$ cat src/sfcsa_pkg.sv
`default_nettype none

package sfcsa_pkg;

  localparam logic [7:0]  CrcPoly       = 8'h31;
  localparam logic [15:0] StatusMask    = 16'hFFFC;
  localparam logic        ModeTemp      = 1'b0;
  localparam logic        ModeHum       = 1'b1;
  localparam logic [3:0]  FramesReset   = 4'd10;

  localparam logic [14:0] TempCoeff     = 15'd17572;
  localparam logic [14:0] HumCoeff      = 15'd1250;
  localparam logic [30:0] TempOffset    = 31'd307036160;
  localparam logic [30:0] HumOffset     = 31'd3932160;
  localparam logic [15:0] TempBias      = 16'd4690;
  localparam logic [15:0] TempBiasTenth = 16'd469;
  localparam logic [15:0] RecipTen      = 16'd52429;
  localparam int          RecipShift    = 19;

  typedef struct packed {
    logic       mode;
    logic [7:0] data_high;
    logic [7:0] data_low;
    logic [7:0] check_byte;
  } in_t;

  typedef struct packed {
    logic               crc_ok;
    logic               reading_done;
    logic signed [11:0] average_tenths;
    logic [3:0]         valid_frames;
  } out_t;

  typedef struct packed {
    logic        mode;
    logic        crc_ok;
    logic [15:0] word;
  } item_t;

  function automatic logic [7:0] crc8_byte(input logic [7:0] crc_in, input logic [7:0] b);
    logic [7:0] c;
    c = crc_in ^ b;
    for (int k = 0; k < 8; k++) begin
      c = c[7] ? ({c[6:0], 1'b0} ^ CrcPoly) : {c[6:0], 1'b0};
    end
    return c;
  endfunction

endpackage

`default_nettype wire

$ cat src/sfcsa_front.sv
`default_nettype none

module sfcsa_front (
  input  wire                  clk_i,
  input  wire                  rst_ni,
  input  wire                  push_i,
  input  sfcsa_pkg::in_t       in_i,
  output logic                 full_o,
  input  wire                  q_full_i,
  output logic                 q_push_o,
  output sfcsa_pkg::item_t     q_item_o
);

  typedef enum logic [1:0] {FIdle, FHigh, FLow} state_e;

  state_e          state_q;
  sfcsa_pkg::in_t  frame_q;
  logic [7:0]      crc_q;

  always_ff @(posedge clk_i or negedge rst_ni) begin
    if (!rst_ni) begin
      state_q <= FIdle;
    end else begin
      case (state_q)
        FIdle: begin
          if (push_i) begin
            frame_q <= in_i;
            state_q <= FHigh;
          end
        end
        FHigh: begin
          crc_q   <= sfcsa_pkg::crc8_byte(8'h00, frame_q.data_high);
          state_q <= FLow;
        end
        FLow: begin
          if (!q_full_i) begin
            state_q <= FIdle;
          end
        end
        default: begin
          state_q <= FIdle;
        end
      endcase
    end
  end

  assign full_o          = (state_q != FIdle);
  assign q_push_o        = (state_q == FLow) && !q_full_i;
  assign q_item_o.mode   = frame_q.mode;
  assign q_item_o.word   = {frame_q.data_high, frame_q.data_low} & sfcsa_pkg::StatusMask;
  assign q_item_o.crc_ok = (sfcsa_pkg::crc8_byte(crc_q, frame_q.data_low) == frame_q.check_byte);

endmodule

`default_nettype wire

$ cat src/sfcsa_queue.sv
`default_nettype none

module sfcsa_queue #(
  parameter int Depth = 4
) (
  input  wire                  clk_i,
  input  wire                  rst_ni,
  input  wire                  push_i,
  input  sfcsa_pkg::item_t     item_i,
  output logic                 full_o,
  input  wire                  pop_i,
  output sfcsa_pkg::item_t     item_o,
  output logic                 empty_o
);

  localparam int PtrW = (Depth > 1) ? $clog2(Depth) : 1;
  localparam int CntW = $clog2(Depth + 1);

  sfcsa_pkg::item_t  slots_q [Depth];
  logic [PtrW-1:0]   wr_ptr_q;
  logic [PtrW-1:0]   rd_ptr_q;
  logic [CntW-1:0]   count_q;
  logic              do_push;
  logic              do_pop;

  assign full_o  = (count_q == CntW'(Depth));
  assign empty_o = (count_q == '0);
  assign do_push = push_i && !full_o;
  assign do_pop  = pop_i && !empty_o;
  assign item_o  = slots_q[rd_ptr_q];

  always_ff @(posedge clk_i or negedge rst_ni) begin
    if (!rst_ni) begin
      wr_ptr_q <= '0;
      rd_ptr_q <= '0;
      count_q  <= '0;
    end else begin
      if (do_push) begin
        slots_q[wr_ptr_q] <= item_i;
        wr_ptr_q <= (wr_ptr_q == PtrW'(Depth - 1)) ? '0 : wr_ptr_q + PtrW'(1);
      end
      if (do_pop) begin
        rd_ptr_q <= (rd_ptr_q == PtrW'(Depth - 1)) ? '0 : rd_ptr_q + PtrW'(1);
      end
      if (do_push && !do_pop) begin
        count_q <= count_q + CntW'(1);
      end else if (do_pop && !do_push) begin
        count_q <= count_q - CntW'(1);
      end
    end
  end

endmodule

`default_nettype wire

$ cat src/sfcsa_back.sv
`default_nettype none

module sfcsa_back (
  input  wire                  clk_i,
  input  wire                  rst_ni,
  input  wire [3:0]            frames_i,
  input  wire                  q_empty_i,
  input  sfcsa_pkg::item_t     q_item_i,
  output logic                 q_pop_o,
  input  wire                  pop_i,
  output logic                 empty_o,
  output sfcsa_pkg::out_t      result_o
);

  typedef enum logic [2:0] {BIdle, BMul, BRec, BAcc, BUpd, BDiv, BFin, BOut} state_e;

  state_e            state_q;
  sfcsa_pkg::item_t  item_q;
  sfcsa_pkg::out_t   res_q;
  sfcsa_pkg::out_t   out_q;
  logic              out_valid_q;
  logic [15:0]       sum_q;
  logic [3:0]        vcount_q;
  logic [3:0]        index_q;
  logic [30:0]       prod_q;
  logic [15:0]       quot_q;
  logic [15:0]       u_q;
  logic              frac_q;
  logic [30:0]       recip_q;
  logic [15:0]       dvd_q;
  logic [3:0]        rem_q;
  logic [3:0]        div_q;
  logic [3:0]        cnt_q;
  logic              neg_q;

  logic              is_temp;
  logic [14:0]       coeff;
  logic [30:0]       offset;
  logic [31:0]       num;
  logic [15:0]       q1;
  logic [15:0]       u;
  logic [11:0]       qq;
  logic [15:0]       times10;
  logic [15:0]       tq;
  logic [15:0]       step;
  logic              inexact;
  logic [15:0]       acc;
  logic [15:0]       acc_adj;
  logic [4:0]        limit;
  logic              done;
  logic [4:0]        shifted;
  logic              ge;
  logic [4:0]        rem_next;
  logic [15:0]       avg;

  assign is_temp = (item_q.mode == sfcsa_pkg::ModeTemp);
  assign coeff   = is_temp ? sfcsa_pkg::TempCoeff : sfcsa_pkg::HumCoeff;
  assign offset  = is_temp ? sfcsa_pkg::TempOffset : sfcsa_pkg::HumOffset;
  assign num     = {1'b0, prod_q} - {1'b0, offset};
  assign q1      = num[31:16];
  assign u       = q1 + sfcsa_pkg::TempBias;

  assign qq      = 12'(recip_q >> sfcsa_pkg::RecipShift);
  assign times10 = 16'({qq, 3'b000}) + 16'({qq, 1'b0});
  assign tq      = 16'(qq) - sfcsa_pkg::TempBiasTenth;
  assign step    = is_temp ? tq : quot_q;
  assign inexact = frac_q || (is_temp && (u_q != times10));
  assign acc     = sum_q + step;
  assign acc_adj = acc + {15'b0, inexact && acc[15]};

  assign limit   = (frames_i == 4'd0) ? 5'd1 : {1'b0, frames_i};
  assign done    = ({1'b0, index_q} + 5'd1) >= limit;

  assign shifted  = {rem_q, dvd_q[15]};
  assign ge       = shifted >= {1'b0, div_q};
  assign rem_next = ge ? shifted - {1'b0, div_q} : shifted;
  assign avg      = neg_q ? -dvd_q : dvd_q;

  assign q_pop_o  = (state_q == BIdle) && !q_empty_i;
  assign empty_o  = !out_valid_q;
  assign result_o = out_q;

  always_ff @(posedge clk_i or negedge rst_ni) begin
    if (!rst_ni) begin
      state_q     <= BIdle;
      out_valid_q <= 1'b0;
      sum_q       <= '0;
      vcount_q    <= '0;
      index_q     <= '0;
    end else begin
      if (pop_i && out_valid_q && (state_q != BOut)) begin
        out_valid_q <= 1'b0;
      end
      case (state_q)
        BIdle: begin
          if (!q_empty_i) begin
            item_q  <= q_item_i;
            state_q <= q_item_i.crc_ok ? BMul : BUpd;
          end
        end
        BMul: begin
          prod_q  <= coeff * item_q.word;
          state_q <= BRec;
        end
        BRec: begin
          quot_q  <= q1;
          frac_q  <= (num[15:0] != 16'd0);
          u_q     <= u;
          recip_q <= u[14:0] * sfcsa_pkg::RecipTen;
          state_q <= BAcc;
        end
        BAcc: begin
          sum_q    <= acc_adj;
          vcount_q <= vcount_q + 4'd1;
          state_q  <= BUpd;
        end
        BUpd: begin
          res_q.crc_ok         <= item_q.crc_ok;
          res_q.reading_done   <= done;
          res_q.valid_frames   <= vcount_q;
          res_q.average_tenths <= '0;
          if (done) begin
            sum_q    <= '0;
            vcount_q <= '0;
            index_q  <= '0;
            if (vcount_q != 4'd0) begin
              dvd_q   <= sum_q[15] ? -sum_q : sum_q;
              neg_q   <= sum_q[15];
              div_q   <= vcount_q;
              rem_q   <= '0;
              cnt_q   <= '0;
              state_q <= BDiv;
            end else begin
              state_q <= BOut;
            end
          end else begin
            index_q <= index_q + 4'd1;
            state_q <= BOut;
          end
        end
        BDiv: begin
          rem_q <= rem_next[3:0];
          dvd_q <= {dvd_q[14:0], ge};
          cnt_q <= cnt_q + 4'd1;
          if (cnt_q == 4'd15) begin
            state_q <= BFin;
          end
        end
        BFin: begin
          res_q.average_tenths <= avg[11:0];
          state_q <= BOut;
        end
        BOut: begin
          if (!out_valid_q || pop_i) begin
            out_q       <= res_q;
            out_valid_q <= 1'b1;
            state_q     <= BIdle;
          end
        end
        default: begin
          state_q <= BIdle;
        end
      endcase
    end
  end

endmodule

`default_nettype wire

$ cat src/sensor_frame_crc_scale_average.sv
`default_nettype none

// Checks each three-byte sensor frame with CRC-8 (polynomial 0x31), scales valid words to
// tenths of a degree or of a percent humidity, and gives one result per frame, with the
// truncated average on the last frame of each reading. The front end takes one frame at a
// time through two CRC byte steps. The back end runs a failed frame through update and
// output states, a valid one also through multiply, reciprocal and accumulate states, and
// the last frame of a reading with valid frames also through the 16-step bit-serial divider.
// A queue of QueueDepth requests between the two lets frames arrive while the back end works.
module sensor_frame_crc_scale_average #(
  parameter int QueueDepth = 4
) (
  input  wire                  clk_i,
  input  wire                  rst_ni,
  input  wire                  push_i,
  output logic                 full_o,
  input  sfcsa_pkg::in_t       data_i,
  input  wire                  pop_i,
  output logic                 empty_o,
  output sfcsa_pkg::out_t      result_o,
  input  wire                  cfg_we_i,
  input  wire [3:0]            cfg_wdata_i
);

  logic [3:0]        frames_q;
  logic              q_push;
  logic              q_full;
  logic              q_pop;
  logic              q_empty;
  sfcsa_pkg::item_t  q_in;
  sfcsa_pkg::item_t  q_out;

  always_ff @(posedge clk_i or negedge rst_ni) begin
    if (!rst_ni) begin
      frames_q <= sfcsa_pkg::FramesReset;
    end else if (cfg_we_i) begin
      frames_q <= cfg_wdata_i;
    end
  end

  sfcsa_front u_front (
    .clk_i    (clk_i),
    .rst_ni   (rst_ni),
    .push_i   (push_i),
    .in_i     (data_i),
    .full_o   (full_o),
    .q_full_i (q_full),
    .q_push_o (q_push),
    .q_item_o (q_in)
  );

  sfcsa_queue #(
    .Depth (QueueDepth)
  ) u_queue (
    .clk_i   (clk_i),
    .rst_ni  (rst_ni),
    .push_i  (q_push),
    .item_i  (q_in),
    .full_o  (q_full),
    .pop_i   (q_pop),
    .item_o  (q_out),
    .empty_o (q_empty)
  );

  sfcsa_back u_back (
    .clk_i     (clk_i),
    .rst_ni    (rst_ni),
    .frames_i  (frames_q),
    .q_empty_i (q_empty),
    .q_item_i  (q_out),
    .q_pop_o   (q_pop),
    .pop_i     (pop_i),
    .empty_o   (empty_o),
    .result_o  (result_o)
  );

endmodule

`default_nettype wire

$ cat config.mk
export PLATFORM = sky130hd
export DESIGN_NAME = sensor_frame_crc_scale_average
export DESIGN_NICKNAME = d
export VERILOG_FILES = /design/src/sfcsa_pkg.sv /design/src/sfcsa_front.sv /design/src/sfcsa_queue.sv /design/src/sfcsa_back.sv /design/src/sensor_frame_crc_scale_average.sv
export SDC_FILE = /design/constraint.sdc
export NUM_CORES = 1
export LEC_CHECK = 0
export ABC_AREA = 1
export BUFFER_PORTS_ARGS = -buffer_cell sky130_fd_sc_hd__buf_2
export CAP_MARGIN = 30
export CORE_AREA = 2 2 320 164
export DETAILED_ROUTE_END_ITERATION = 12
export DIE_AREA = 0 0 322 166
export SLEW_MARGIN = 40
export SYNTH_ARGS = -nofsm -noshare
export SYNTH_HDL_FRONTEND = slang
export SYNTH_SLANG_ARGS = --single-unit
$ cat constraint.sdc
create_clock -name clk_i -period 11.1 [get_ports clk_i]
set_input_delay 2.22 -clock clk_i [delete_from_list [all_inputs] [get_ports clk_i]]
set_output_delay 2.22 -clock clk_i [all_outputs]
set_load 0.02 [all_outputs]
==> reports/metrics.cfg <==
[timing]
drv_slew = 0
post-route-min-period_ns = 8.82
tns_ns = 0
grt_setup_unrepaired = no
tightest_slew_ns = 0.737
setup_violations = 0
finalHoldViolCount = 0
fin_skew_ns = 0.0166
fin_crit_sh_pct = 79.4
slew_headroom_pct = 50.5
fmax_mhz = 113

[worst_setup_path]
crit_fanout = 54
critPathRequiredTime_ns = 11.40
cpPeakStageDelay_ns = 0.76
crit_type = reg -> reg
path_common_cell = inv_1
worstPathArrival_ns = 9.12
cp_slowest_cell = clkinv_1
cp-start-kind = flip-flop
worstSetupEndpointType = flip-flop

[global_routing]
grt_max_degree = 55
grt_pass1_vias = 15700
antenna_found_initial = 0
grt_pass1_wl_um = 87800
grt_use_total_pct = 20.9
gr-total-overflow = 0

[floorplan]
core_area_um2 = 50900
initial_utilization_pct = 44.2
die_w_um = 322
io_pins = 54
rows = 59
die_y_um = 166
dieArea_um2 = 53500

[synth]
yosysSeqAreaShare_pct = 37.9
yosysWarningCount = 0
async_flop_share_pct = 14.1
syn_inst = 2422
synth_area_um2 = 22500
synth-seq-cells = 291
syn_area_per_cell_um2 = 9.30
yosysUniqueCellTypes = 53
synthTopCellsByArea = edfxtp_1, ha_1, fa_1
ys.flop_type = edfxtp_1
synth_edf_count = 250
synth_top_area_share_pct = 33.3
synth_area_leader_cell = edfxtp_1

[finish]
register_area_um2 = 8540
num_antenna_cells = 0
nets = 2928
fillerInstances = 4747
multi_input_area_um2 = 12400
final_layout_size_suffix_gt1_share_pct = 8.32
syn_to_final_growth_pct = 9.54

[clocking]
cts_buffers = 28
postCtsSetupRepairBufs = 0
clock_latency_ns = 0.56
clkSinkCount = 291
path_clk_slew_ns = 0.07
tritoncts = done
cts_resized = 0
htreeDepth = 1
cts-root-buf = clkbuf_16
clockBufferDepth = 3
cts_hold_buf = 0

[placement]
gp_congestion = 0.969
dp_hpwl_um = 45300
numPortBuffers = 53

[routing]
drtAntennaViolNets = 0
drtIter0Drc = 1543
wl_per_cell_um = 17.3
drt-total-wl_um = 55300
first_pass_iters = 5
vias = 16600
routed-wl-met2_um = 19000
via_per_inst = 5.20
drc = 0
met1_length_um = 31400
highest_layer = met4
dr_wl_met3_um = 4510

[outcome]
status = complete, no violations

[worst_hold_path]
hp-class = reg -> reg

[run]
maxCapViolations = 0

-- cell usage after synthesis (11+ instances only) --
cell,number
inv_1,407
nand2_1,390
ha_1,281
edfxtp_1,250
nor2_1,194
o21ai_0,152
a21oi_1,111
fa_1,110
nand3_1,110
xor2_1,61
xnor2_1,47
dfrtp_1,39
nand2_2,34
nand4_1,28
nor3_1,24
o22ai_1,24
clkbuf_1,19
o21ai_1,13
nor2_2,12
nand3_2,11
nor4_1,11
-- routing by layer --
layer,track usage (%),vias up
met5,0,-
met3,4.66,31
met1,37.2,7885
li1,-,8222
met2,25.0,466
met4,1.91,0
-- cell usage in the layout, fill, tap and decap left out, types with 4 or more instances in the layout --
cell and n:
inv_1 404, nand2_1 390, ha_1 281, edfxtp_1 250, nor2_1 189, o21ai_0 152
a21oi_1 111, nand3_1 110, fa_1 110, xor2_1 61, buf_2 53, xnor2_1 47
dfrtp_1 39, nand2_2 34, clkbuf_16 29, nand4_1 28, o22ai_1 24, nor3_1 22
o21ai_1 13, nor2_2 13, conb_1 13, inv_2 12, nand3_2 11, buf_4 11
clkinv_1 10, nor2_4 9, nor4_1 8, or2_2 7, nand2_4 6, o21bai_1 6
a21o_1 6, nand3b_1 5, o21a_1 5, a31oi_1 5, o211ai_1 5, and2_1 4
bufinv_16 4
-- critical path, delay by kind of cell, from the launching register on --
| kind | cells | cell delay, ns |
|---|---|---|
| adder cells (fa/ha/maj) | 10 | 4.26 |
| buffers and inverters | 9 | 1.87 |
| AND/OR/NAND/NOR | 13 | 1.77 |
| flip-flops | 1 | 0.32 |
| AO/OA/AOI/OAI | 1 | 0.16 |
| XOR/XNOR | 1 | 0.16 |
-- state kept, by name, indices dropped and copies added (netlist names), 8 cells and up --
name              flops
u_back.dvd_q         16
u_back.item_q        16
u_back.prod_q        28
u_back.quot_q        15
u_back.recip_q       14
u_back.res_q         18
u_back.result_o      18
u_back.sum_q         16
u_back.u_q           14
u_front.crc_q         8
u_front.frame_q      10
u_front.q_item_o     15
u_queue.slots_q      64
-- stage by stage --
step / std cells / utilization (%) / setup WS (ns) / hold slack (ns) / instance area, µm²
3_5_place_dp: 3144 / 46.6 / 2.71 / 0.405 / 23700
2_1_floorplan: 2434 / - / 3.94 / 0.400 / 22600
3_3_place_gp: 3144 / 46.5 / 2.89 / 0.404 / 23700
5_1_grt: 3196 / 48.5 / 1.60 / 0.426 / 24700
6_report: 3196 / 48.5 / 2.28 / 0.418 / 24700
4_1_cts: 3196 / 48.5 / 2.71 / 0.419 / 24700
-- cells by family after synthesis --
group	share of synthesized area [%]
and+or+nand+nor	16.7
buffers and inverters	7.44
adders and majority gates	25.4
AOI/OAI and AO/OA	8.13
DFF	37.9
xor gates and xnor gates	4.45
other	0.0166
muxes	0.0500
-- final cells by class --
| type | count | share of cell area, % |
|---|---|---|
| Timing Repair Buffer | 64 | 1.41 |
| Multi-Input combinational cell | 1699 | 50.3 |
| Sequential cell | 291 | 34.6 |
| Tap cell | 671 | 3.40 |
| Inverter | 419 | 6.37 |
| Clock buffer | 34 | 3.10 |
| Clock inverter | 18 | 0.796 |
-- path summary, 6_finish.rpt --
path	startpoint	end	slack, ns	depth (start not counted)
hold reg to reg	u_back.res_q[13]	u_back.result_o[13]	0.42	0
hold / removal	u_back.res_q[13]	u_back.result_o[13]	0.42	0
setup / recovery	u_back.item_q[17]	u_back.recip_q[29]	2.28	34
min in group asynchronous	rst_ni	u_back.sum_q[13]	1.74	2
setup reg to reg	u_back.item_q[17]	u_back.recip_q[29]	2.28	34
max in group asynchronous	rst_ni	u_front.state_q[1]	8.91	2
Power is not shown: default switching activity piles up to over one toggle a cycle in this logic, so the estimate is an artifact.
